===== src/rtl/pi_force_motor_drive_defines.svh =====
// Assertion macros used by the RTL file pi_force_motor_drive.sv.
`ifndef PI_FORCE_MOTOR_DRIVE_DEFINES_SVH
`define PI_FORCE_MOTOR_DRIVE_DEFINES_SVH
`ifndef SYNTHESIS
// Checked outside reset only.
`define PFMD_ASSERT_RST(lbl, prop) \
  lbl: assert property (@(posedge clk_i) disable iff (!rst_ni) prop) \
    else $error("pfmd assertion failed");
// Checked on every edge, reset included.
`define PFMD_ASSERT_ANY(lbl, prop) \
  lbl: assert property (@(posedge clk_i) prop) \
    else $error("pfmd assertion failed");
`else
`define PFMD_ASSERT_RST(lbl, prop)
`define PFMD_ASSERT_ANY(lbl, prop)
`endif
`endif


===== src/rtl/pfmd_pkg.sv =====
package pfmd_pkg;

  localparam int unsigned SAMPLE_W   = 8;
  localparam int unsigned GAIN_W     = 8;
  localparam int unsigned LIMIT_W    = 15;
  localparam int unsigned DUTY_W     = 16;
  localparam int unsigned CFG_IDX_W  = 2;
  localparam int unsigned CFG_DATA_W = 16;

  localparam logic [CFG_IDX_W-1:0] REG_KP    = 2'd0;
  localparam logic [CFG_IDX_W-1:0] REG_KI    = 2'd1;
  localparam logic [CFG_IDX_W-1:0] REG_LIMIT = 2'd2;
  localparam logic [CFG_IDX_W-1:0] REG_DMAX  = 2'd3;

  // Micro-operations of the control program.
  localparam int unsigned OP_W = 3;
  localparam logic [OP_W-1:0] OP_NOP = 3'd0;
  localparam logic [OP_W-1:0] OP_ERR = 3'd1;
  localparam logic [OP_W-1:0] OP_SUM = 3'd2;
  localparam logic [OP_W-1:0] OP_DRV = 3'd3;
  localparam logic [OP_W-1:0] OP_MAG = 3'd4;
  localparam logic [OP_W-1:0] OP_DIV = 3'd5;
  localparam logic [OP_W-1:0] OP_OUT = 3'd6;
  localparam logic [OP_W-1:0] OP_CLR = 3'd7;

  typedef struct packed {
    logic            busy;
    logic            run;
    logic [OP_W-1:0] op;
  } ctrl_t;

  typedef struct packed {
    logic enable;
    logic sat;
    logic hold;
  } stat_t;

endpackage


===== src/rtl/pfmd_in_if.sv =====
interface pfmd_in_if;
  import pfmd_pkg::*;

  logic                valid;
  logic                ready;
  logic                enable;
  logic [SAMPLE_W-1:0] force_sample;
  logic [SAMPLE_W-1:0] current_sample;

  modport source (output valid, enable, force_sample, current_sample, input ready);
  modport sink   (input valid, enable, force_sample, current_sample, output ready);
endinterface


===== src/rtl/pfmd_out_if.sv =====
interface pfmd_out_if;
  import pfmd_pkg::*;

  logic              valid;
  logic              ready;
  logic [DUTY_W-1:0] duty;
  logic              direction;

  modport source (output valid, duty, direction, input ready);
  modport sink   (input valid, duty, direction, output ready);
endinterface


===== src/rtl/pfmd_seq.sv =====
module pfmd_seq (
  input  logic           clk_i,
  input  logic           rst_ni,
  input  logic           start_i,
  input  pfmd_pkg::stat_t stat_i,
  output pfmd_pkg::ctrl_t ctrl_o
);
  import pfmd_pkg::*;

  localparam int unsigned STEP_W = 3;

  localparam logic [1:0] COND_NONE = 2'd0;
  localparam logic [1:0] COND_DIS  = 2'd1;
  localparam logic [1:0] COND_SAT  = 2'd2;

  localparam logic [STEP_W-1:0] STEP_OUT = 3'd5;
  localparam logic [STEP_W-1:0] STEP_CLR = 3'd6;

  typedef struct packed {
    logic [OP_W-1:0]   op;
    logic [1:0]        cond;
    logic [STEP_W-1:0] target;
    logic              last;
  } word_t;

  // Control store: one word per step.
  function automatic word_t rom(input logic [STEP_W-1:0] s);
    word_t w;
    case (s)
      3'd0:    w = '{op: OP_ERR, cond: COND_DIS,  target: STEP_CLR, last: 1'b0};
      3'd1:    w = '{op: OP_SUM, cond: COND_NONE, target: '0,       last: 1'b0};
      3'd2:    w = '{op: OP_DRV, cond: COND_NONE, target: '0,       last: 1'b0};
      3'd3:    w = '{op: OP_MAG, cond: COND_SAT,  target: STEP_OUT, last: 1'b0};
      3'd4:    w = '{op: OP_DIV, cond: COND_NONE, target: '0,       last: 1'b0};
      3'd5:    w = '{op: OP_OUT, cond: COND_NONE, target: '0,       last: 1'b1};
      3'd6:    w = '{op: OP_CLR, cond: COND_NONE, target: '0,       last: 1'b1};
      default: w = '{op: OP_NOP, cond: COND_NONE, target: '0,       last: 1'b1};
    endcase
    return w;
  endfunction

  logic              busy_q, busy_d;
  logic [STEP_W-1:0] step_q, step_d;
  word_t             word;
  logic              stall;
  logic              take;

  assign word  = rom(step_q);
  assign stall = (word.op == OP_OUT) && stat_i.hold;
  assign take  = ((word.cond == COND_DIS) && !stat_i.enable) ||
                 ((word.cond == COND_SAT) && stat_i.sat);

  always_comb begin
    busy_d = busy_q;
    step_d = step_q;
    if (!busy_q) begin
      if (start_i) begin
        busy_d = 1'b1;
        step_d = '0;
      end
    end else if (!stall) begin
      if (word.last) begin
        busy_d = 1'b0;
      end else if (take) begin
        step_d = word.target;
      end else begin
        step_d = step_q + STEP_W'(1);
      end
    end
  end

  always_ff @(posedge clk_i or negedge rst_ni) begin
    if (!rst_ni) begin
      busy_q <= 1'b0;
      step_q <= '0;
    end else begin
      busy_q <= busy_d;
      step_q <= step_d;
    end
  end

  assign ctrl_o.busy = busy_q;
  assign ctrl_o.run  = busy_q && !stall;
  assign ctrl_o.op   = word.op;

endmodule


===== src/rtl/pi_force_motor_drive.sv =====
// PI motor drive toward a force target.
// Input channel in_i carries one control sample per beat: an enable bit, a
// force reading and a motor current reading. Output channel out_o carries one
// beat per enabled sample: the PWM duty value and the drive direction. A
// sample with enable low clears the integral and gives no output beat.
// A small microcode sequencer runs each sample through a shared datapath,
// one step per cycle unless the output step stalls: error, integral clamp,
// drive multiply-accumulate, magnitude, reciprocal divide and output, the
// divide skipped on drive saturation; a disabled sample runs the error
// step, then a step clearing the integral. A new sample is accepted only
// when idle, from the cycle after the last step on. The output register
// frees the sequencer from the receiver: a stall on out_o holds only the
// output step of the following sample. Reset clears the integral, empties
// the output register and restores the gains (10 and 1), the integral
// limit (1000) and duty_max (1999). Registers are written by the user
// through cfg_we_i/cfg_idx_i/cfg_data_i only while idle; not enforced here.
`include "pi_force_motor_drive_defines.svh"

module pi_force_motor_drive #(
  parameter int unsigned SAMPLE_BITS = 8
) (
  input  logic                              clk_i,
  input  logic                              rst_ni,
  pfmd_in_if.sink                           in_i,
  pfmd_out_if.source                        out_o,
  input  logic                              cfg_we_i,
  input  logic [pfmd_pkg::CFG_IDX_W-1:0]    cfg_idx_i,
  input  logic [pfmd_pkg::CFG_DATA_W-1:0]   cfg_data_i
);
  import pfmd_pkg::*;

  localparam int unsigned ERR_W     = 10;
  localparam int unsigned SUM_W     = 16;
  localparam int unsigned ACC_W     = SUM_W + 1 + GAIN_W + 1;
  localparam int unsigned MAG_W     = 14;
  localparam int unsigned SPAN_W    = 11;
  localparam int unsigned X_W       = 24;
  localparam int unsigned RECIP_W   = 25;
  localparam int unsigned NUM_W     = 9;
  localparam int unsigned P_W       = SAMPLE_W + NUM_W;
  // The quotient stays below four, so two restoring steps cover it.
  localparam int unsigned CMP_W     = SAMPLE_BITS + 9;
  localparam int unsigned DEN_INT   = 100 * (2 ** SAMPLE_BITS);
  localparam logic [CMP_W-1:0]   DEN     = CMP_W'(DEN_INT);
  localparam logic [CMP_W-1:0]   DEN2    = CMP_W'(2 * DEN_INT);
  localparam logic [NUM_W-1:0]   SETP_NUM = 9'd322;
  localparam logic [SPAN_W-1:0]  DUTY_SPAN = 11'd2000;
  // Any magnitude at or above this gives a duty beyond 16 bits.
  localparam logic [ACC_W-1:0]   SAT_MAG = ACC_W'(8356);
  // ceil(2^32 / 255): exact floor division for all dividends below 2^24.
  localparam logic [RECIP_W-1:0] RECIP   = 25'd16843010;
  localparam int unsigned RECIP_SHIFT    = 32;

  ctrl_t ctrl;
  stat_t stat;
  logic  accept;

  // Configuration registers.
  logic [GAIN_W-1:0]  kp_q, ki_q;
  logic [LIMIT_W-1:0] lim_q;
  logic [DUTY_W-1:0]  dm_q;

  always_ff @(posedge clk_i or negedge rst_ni) begin
    if (!rst_ni) begin
      kp_q  <= GAIN_W'(10);
      ki_q  <= GAIN_W'(1);
      lim_q <= LIMIT_W'(1000);
      dm_q  <= DUTY_W'(1999);
    end else if (cfg_we_i) begin
      case (cfg_idx_i)
        REG_KP:    kp_q  <= cfg_data_i[GAIN_W-1:0];
        REG_KI:    ki_q  <= cfg_data_i[GAIN_W-1:0];
        REG_LIMIT: lim_q <= cfg_data_i[LIMIT_W-1:0];
        REG_DMAX:  dm_q  <= cfg_data_i[DUTY_W-1:0];
        default:   ;
      endcase
    end
  end

  assign in_i.ready = !ctrl.busy;
  assign accept     = in_i.valid && in_i.ready;

  // Sample registers.
  logic                en_q;
  logic [SAMPLE_W-1:0] force_q, cur_q;

  always_ff @(posedge clk_i or negedge rst_ni) begin
    if (!rst_ni) begin
      en_q <= 1'b0;
    end else if (accept) begin
      en_q <= in_i.enable;
    end
  end

  always_ff @(posedge clk_i) begin
    if (accept) begin
      force_q <= in_i.force_sample;
      cur_q   <= in_i.current_sample;
    end
  end

  // Setpoint and error.
  logic [P_W-1:0]   prod_f;
  logic [CMP_W-1:0] pw, rem;
  logic             q1, q0;
  logic signed [ERR_W-1:0] err_d, err_q;

  assign prod_f = P_W'(force_q) * P_W'(SETP_NUM);
  assign pw     = CMP_W'(prod_f);
  assign q1     = (pw >= DEN2);
  assign rem    = q1 ? (pw - DEN2) : pw;
  assign q0     = (rem >= DEN);
  assign err_d  = ERR_W'({q1, q0}) - ERR_W'(cur_q);

  // Integral with clamp.
  logic signed [SUM_W-1:0] sum_q, sum_d;
  logic signed [SUM_W:0]   sum_ext, lim_ext, lim_neg;

  assign sum_ext = {sum_q[SUM_W-1], sum_q} +
                   {{(SUM_W+1-ERR_W){err_q[ERR_W-1]}}, err_q};
  assign lim_ext = {2'b00, lim_q};
  assign lim_neg = -lim_ext;

  always_comb begin
    if (sum_ext > lim_ext) begin
      sum_d = lim_ext[SUM_W-1:0];
    end else if (sum_ext < lim_neg) begin
      sum_d = lim_neg[SUM_W-1:0];
    end else begin
      sum_d = sum_ext[SUM_W-1:0];
    end
  end

  // Shared gain multiplier.
  logic signed [SUM_W:0]    ma;
  logic signed [GAIN_W:0]   mb;
  logic signed [ACC_W-1:0]  prod_g, acc_q;

  assign ma = (ctrl.op == OP_DRV) ? {sum_q[SUM_W-1], sum_q}
                                  : {{(SUM_W+1-ERR_W){err_q[ERR_W-1]}}, err_q};
  assign mb = {1'b0, (ctrl.op == OP_DRV) ? ki_q : kp_q};
  assign prod_g = ACC_W'(ma) * ACC_W'(mb);

  // Magnitude and scaling.
  logic [ACC_W-1:0]          mag;
  logic [MAG_W+SPAN_W-1:0]   prod_x;
  logic [X_W-1:0]            x_q;
  logic                      sat_q;
  logic [X_W+RECIP_W-1:0]    prod_r;
  logic [DUTY_W-1:0]         quo_q;

  assign mag    = acc_q[ACC_W-1] ? ACC_W'(-acc_q) : ACC_W'(acc_q);
  assign prod_x = {{SPAN_W{1'b0}}, mag[MAG_W-1:0]} * {{MAG_W{1'b0}}, DUTY_SPAN};
  assign prod_r = {{RECIP_W{1'b0}}, x_q} * {{X_W{1'b0}}, RECIP};

  always_ff @(posedge clk_i) begin
    if (ctrl.run) begin
      case (ctrl.op)
        OP_ERR:  err_q <= err_d;
        OP_SUM:  acc_q <= prod_g;
        OP_DRV:  acc_q <= acc_q + prod_g;
        OP_MAG: begin
          x_q   <= prod_x[X_W-1:0];
          sat_q <= (mag >= SAT_MAG);
        end
        OP_DIV:  quo_q <= prod_r[RECIP_SHIFT+DUTY_W-1:RECIP_SHIFT];
        default: ;
      endcase
    end
  end

  always_ff @(posedge clk_i or negedge rst_ni) begin
    if (!rst_ni) begin
      sum_q <= '0;
    end else if (ctrl.run && (ctrl.op == OP_SUM)) begin
      sum_q <= sum_d;
    end else if (ctrl.run && (ctrl.op == OP_CLR)) begin
      sum_q <= '0;
    end
  end

  // Output register.
  logic              out_valid_q;
  logic [DUTY_W-1:0] duty_q;
  logic              dir_q;
  logic              load_out;

  assign load_out = ctrl.run && (ctrl.op == OP_OUT);

  always_ff @(posedge clk_i or negedge rst_ni) begin
    if (!rst_ni) begin
      out_valid_q <= 1'b0;
    end else if (load_out) begin
      out_valid_q <= 1'b1;
    end else if (out_o.ready) begin
      out_valid_q <= 1'b0;
    end
  end

  always_ff @(posedge clk_i) begin
    if (load_out) begin
      duty_q <= (sat_q || (quo_q > dm_q)) ? dm_q : quo_q;
      dir_q  <= (err_q > 0);
    end
  end

  assign out_o.valid     = out_valid_q;
  assign out_o.duty      = duty_q;
  assign out_o.direction = dir_q;

  assign stat.enable = en_q;
  assign stat.sat    = (mag >= SAT_MAG);
  assign stat.hold   = out_valid_q && !out_o.ready;

  pfmd_seq u_seq (
    .clk_i   (clk_i),
    .rst_ni  (rst_ni),
    .start_i (accept),
    .stat_i  (stat),
    .ctrl_o  (ctrl)
  );

  `PFMD_ASSERT_RST(a_start_err, accept |=> (ctrl.run && (ctrl.op == OP_ERR)))
  `PFMD_ASSERT_RST(a_out_from_step, $rose(out_valid_q) |-> $past(load_out))
  `PFMD_ASSERT_RST(a_sat_duty, (load_out && sat_q) |=> (duty_q == $past(dm_q)))
  `PFMD_ASSERT_ANY(a_stall_holds,
    (ctrl.busy && (ctrl.op == OP_OUT) && stat.hold && rst_ni) |=> (ctrl.op == OP_OUT))

endmodule


===== src/flat_wrapper.sv =====
// flat-port wrapper written by rule: the top's interface ports become plain ports
module pi_force_motor_drive_flat import pfmd_pkg::*;
#(
  parameter int unsigned SAMPLE_BITS = 8
)
  (clk_i, rst_ni, cfg_we_i, cfg_idx_i, cfg_data_i, in_i_valid, in_i_enable, in_i_force_sample, in_i_current_sample, in_i_ready, out_o_valid, out_o_duty, out_o_direction, out_o_ready);
  pfmd_in_if in_i_i ();
  pfmd_out_if out_o_i ();
  input  logic clk_i;
  input  logic rst_ni;
  input  logic cfg_we_i;
  input  logic [pfmd_pkg::CFG_IDX_W-1:0] cfg_idx_i;
  input  logic [pfmd_pkg::CFG_DATA_W-1:0] cfg_data_i;
  input wire logic [$bits(in_i_i.valid)-1:0] in_i_valid;
  input wire logic [$bits(in_i_i.enable)-1:0] in_i_enable;
  input wire logic [$bits(in_i_i.force_sample)-1:0] in_i_force_sample;
  input wire logic [$bits(in_i_i.current_sample)-1:0] in_i_current_sample;
  output wire logic [$bits(in_i_i.ready)-1:0] in_i_ready;
  output wire logic [$bits(out_o_i.valid)-1:0] out_o_valid;
  output wire logic [$bits(out_o_i.duty)-1:0] out_o_duty;
  output wire logic [$bits(out_o_i.direction)-1:0] out_o_direction;
  input wire logic [$bits(out_o_i.ready)-1:0] out_o_ready;
  assign in_i_i.valid = in_i_valid;
  assign in_i_i.enable = in_i_enable;
  assign in_i_i.force_sample = in_i_force_sample;
  assign in_i_i.current_sample = in_i_current_sample;
  assign in_i_ready = in_i_i.ready;
  assign out_o_valid = out_o_i.valid;
  assign out_o_duty = out_o_i.duty;
  assign out_o_direction = out_o_i.direction;
  assign out_o_i.ready = out_o_ready;
  pi_force_motor_drive #(.SAMPLE_BITS(SAMPLE_BITS)) u_core (.clk_i(clk_i), .rst_ni(rst_ni), .in_i(in_i_i), .out_o(out_o_i), .cfg_we_i(cfg_we_i), .cfg_idx_i(cfg_idx_i), .cfg_data_i(cfg_data_i));
endmodule

===== config.mk =====
export PLATFORM = sky130hd
export DESIGN_NAME = pi_force_motor_drive_flat
export DESIGN_NICKNAME = d
export VERILOG_FILES = /design/src/rtl/pfmd_pkg.sv /design/src/rtl/pfmd_in_if.sv /design/src/rtl/pfmd_out_if.sv /design/src/rtl/pfmd_seq.sv /design/src/rtl/pi_force_motor_drive.sv /design/src/flat_wrapper.sv
export VERILOG_INCLUDE_DIRS = /design/src /design/src/rtl
export SDC_FILE = /design/constraint.sdc
export NUM_CORES = 1
export LEC_CHECK = 0
export BUFFER_PORTS_ARGS = -buffer_cell sky130_fd_sc_hd__buf_2
export CAP_MARGIN = 10
export CORE_ASPECT_RATIO = 1.75
export CORE_MARGIN = 3
export CORE_UTILIZATION = 30
export CTS_CLUSTER_DIAMETER = 150
export CTS_CLUSTER_SIZE = 25
export DETAILED_ROUTE_END_ITERATION = 8
export PLACE_DENSITY = 0.48
export SETUP_SLACK_MARGIN = 0.2
export SLEW_MARGIN = 40
export SYNTH_ARGS = -nofsm -noshare
export SYNTH_HDL_FRONTEND = slang
export SYNTH_SLANG_ARGS = --single-unit

===== constraint.sdc =====
create_clock -name clk_i -period 9.1 [get_ports clk_i]
set_input_delay 0.91 -clock clk_i [delete_from_list [all_inputs] [get_ports clk_i]]
set_output_delay 0.91 -clock clk_i [all_outputs]
set_load 0.05 [all_outputs]

==> flow_summary_export.csv <==
group,metric,value,unit
cells_and_area,num_antenna_cells,0,
synthesis,synth_top_family_by_area,"adder cells",
synthesis,synth_xor_area_frac,0.0492,
critical_path,regToRegStartpoint,"u_core.u_seq.step_q[0]$_DFFE_PN0P_",
critical_path,critPathMaxStageDelay,0.62,ns
synthesis,synth-simple-area-share,0.129,
sta,slew_violations,0,
synthesis,yosysMostFrequentCell,"ha_1",
floorplanning,core,71200,µm²
hold_path,hold_path_class,"input port to asynchronous set/reset pin",
floorplanning,rows,129,
sta,setup_tns,0,ns
sta,finalCritPeriodShare,0.912,
cts,clockBufferDepth,2,
critical_path,cp_slowest_cell,"and2_0",
synthesis,synth_area_per_cell,9.57,µm²
cells_and_area,layout.nets,2878,
global_routing,grt_max_degree,70,
synthesis,ys_async_sr_fraction,0.397,
sta,max_freq,0.120,GHz
synthesis,synth-edff-count,105,
routing,drc_errors,0,
synthesis,synth_area_leader_cell,"ha_1",
synthesis,synth_area,21700,µm²
routing,antenna_left,0,
routing,drt_wl_total,58400,µm
cts,clock_sinks,174,
routing,drt_iter0_drc,789,
global_routing,grt-ovfl-total,0,
cells_and_area,final_core_util,0.335,
floorplanning,die_h,362,µm
sta,fin_skew,0.0181,ns
critical_path,required,9.33,ns
sta,setup_viol,0,
critical_path,endpoint_kind,"flop",
critical_path,arrival,8.53,ns
cts,numCtsBuffers,17,
global_routing,grt_pass1_vias,17600,
critical_path,crit_path_start_kind,"flop",
global_routing,grt_pass1_wl,94000,µm
synthesis,ys_seq_elements,174,
sta,timing.final.hold_violations,0,
cts,postCtsHoldBufs,0,
floorplanning,ios,59,
run_status,status,"completed",
routing,vias_per_cell,5.12,
synthesis,synthTopCellsByArea,"ha_1 (21%), fa_1 (15%), edfxtp_1 (15%)",
critical_path,rrSetupSlack,0.80,ns
critical_path,reg2reg_to,"u_core.acc_q[25]$_DFFE_PP_",
place,dpl.hpwl,49400,µm
routing,post_drt_wl_per_cell,18.0,µm
cells_and_area,final_layout_size_suffix_gt1_frac,0.101,
job,cap_violations,0,
critical_path,ff2ff_path_depth,30,
synthesis,synth_compound_area_frac,0.131,
global_routing,antenna_found_initial,1,
cts,cts_tree,"done",
critical_path,crit_fanout,15,
floorplanning,fp.dieW,209,µm
sta,slew_headroom,0.401,
critical_path,crit_type,"flop to flop",
floorplanning,die-area,75700,µm²
cells_and_area,syn2layout_area_growth,9.74,%
routing,drt_pass1_iterations,5,
synthesis,synthTopCellsByCount,"ha_1 (356), inv_1 (327), nand2_1 (179), fa_1 (164), nor2_1 (136)",
routing,via_count,16600,
synthesis,synth_adder_area_share,0.357,
synthesis,yosysWarnings,0,
global_routing,grt_usage,0.155,
floorplanning,initial_core_util,0.305,
cts,clkTransAtPathRegs,0.09,ns
place,numPortBuffers,58,
synthesis,netlist_instances,2267,
place,place_area,23200,µm²
synthesis,synth_nets,2827,
sta,rsz0062_at_grt,"no",
synthesis,synth_cell_types,85,
sta,period_minus_slack,8.30,ns
synthesis,synth_mux_area_frac,0.0435,
synthesis,synth_top_area_share,0.205,
cts,insertion_delay,0.47,ns
synthesis,ys_seq_area_frac,0.226,
place,gp_congestion,0.879,
cells_and_area,fin_area,23800,µm²
cells_and_area,fillers,7254,
synthesis,ys.flop_type,"edfxtp_1",
sta,worst_pin_slew,0.899,ns
cts,cts_root_buf,"clkbuf_16",
cts,cts_max_level,4,
registers in the layout, indices dropped and copies added (netlist names):
name,flops
u_core.err_q,9
u_core.en_q,1
u_core.sat_q,1
u_core.u_seq.busy_q,1
u_core.out_o.duty,16
u_core.cur_q,8
u_core.sum_q,16
u_core.acc_q,26
u_core.lim_q,15
u_core.x_q,20
u_core.out_o.valid,1
u_core.force_q,8
u_core.ki_q,8
u_core.quo_q,16
u_core.out_o.direction,1
u_core.dm_q,16
u_core.u_seq.step_q,3
u_core.kp_q,8
layer usage:
layer  global-route usage  wire length [µm]
met3               0.0147              1320
met1                0.167             22200
met4               0.0591              2130
met2                0.308             32800
met5                    0                13
cell type report:
type	count	area, µm²	share of cell area
Inverter	328	1230	0.0517
Tap cell	917	1150	0.0482
Clock inverter	15	186	0.00783
Timing Repair Buffer	80	460	0.0193
Clock buffer	17	425	0.0179
Multi-Input combinational cell	1717	15500	0.649
Sequential cell	174	4900	0.206
timing repair:
| item | CTS | global route |
|---|---|---|
| endpoints found under the setup margin | 0 | 3 |
| buffers inserted | 0 | 0 |
| gates resized for setup | 0 | 1 |
placed cells by master, fill, tap and decap left out, drive strengths merged, types with 9 or more instances in the layout:
cell type,synthesis,layout
mux2,58,58
dfrtp,51,51
o31ai,11,11
o21ai,71,71
a22oi,16,16
nand2b,20,20
nor3,36,36
nor2b,31,31
nand3,53,53
nor2,136,136
fa,164,164
inv,328,337
or2,15,15
a21oi,97,97
nor4,11,11
nand2,179,179
xor2,36,36
xnor2,86,86
nand4,32,32
o21bai,10,10
clkbuf,42,17
dfstp,18,18
ha,356,356
a32o,9,9
o21a,25,25
and3,15,15
a211oi,13,13
a21o,53,53
o311ai,22,22
buf,6,80
o211ai,14,14
mux2i,29,29
a31oi,18,18
edfxtp,105,105
or3,10,10
cells by family after synthesis:
group                    after synthesis
AND/OR/NAND/NOR                      571
XOR/XNOR                             122
buffers and inverters                376
multiplexers                          87
flip-flops                           174
adder cells (fa/ha/maj)              520
AO/OA/AOI/OAI                        417
critical path: cells and delay by family (launching register included):
kind | cells | cell delay [ns]
compound gates | 10 | 2.10
xor+xnor | 2 | 0.29
fa+ha+maj | 8 | 3.23
buf+inv | 3 | 0.16
flops | 1 | 0.41
mux | 1 | 0.27
simple gates | 6 | 1.60
through the flow:
step / hold slack [ns] / setup WS, ns / cells
final: 0.435 / 0.800 / 3248
after global routing: 0.474 / 0.198 / 3248
after CTS: 0.443 / 0.615 / 3247
after detailed placement: 0.499 / 0.640 / 3215
after global placement: 0.500 / 0.850 / 3211
after floorplan: 0.479 / 0.950 / 2267
how the worst max path moves through the flow:
stage | startpoint | end | slack [ns] | depth (start not counted)
after floorplan | u_core.u_seq.step_q[2]$_DFFE_PN0P_ | u_core.acc_q[25]$_DFFE_PP_ | 0.95 | 33
after global placement | u_core.u_seq.step_q[0]$_DFFE_PN0P_ | u_core.acc_q[24]$_DFFE_PP_ | 0.85 | 27
after detailed placement | u_core.u_seq.step_q[0]$_DFFE_PN0P_ | u_core.acc_q[25]$_DFFE_PP_ | 0.64 | 27
after CTS | u_core.u_seq.step_q[0]$_DFFE_PN0P_ | u_core.acc_q[25]$_DFFE_PP_ | 0.62 | 27
after global routing | u_core.u_seq.step_q[0]$_DFFE_PN0P_ | u_core.acc_q[24]$_DFFE_PP_ | 0.20 | 28
final | u_core.u_seq.step_q[0]$_DFFE_PN0P_ | u_core.acc_q[25]$_DFFE_PP_ | 0.80 | 30
Power is not shown: default switching activity piles up to over one toggle a cycle in this logic, so the estimate is an artifact.
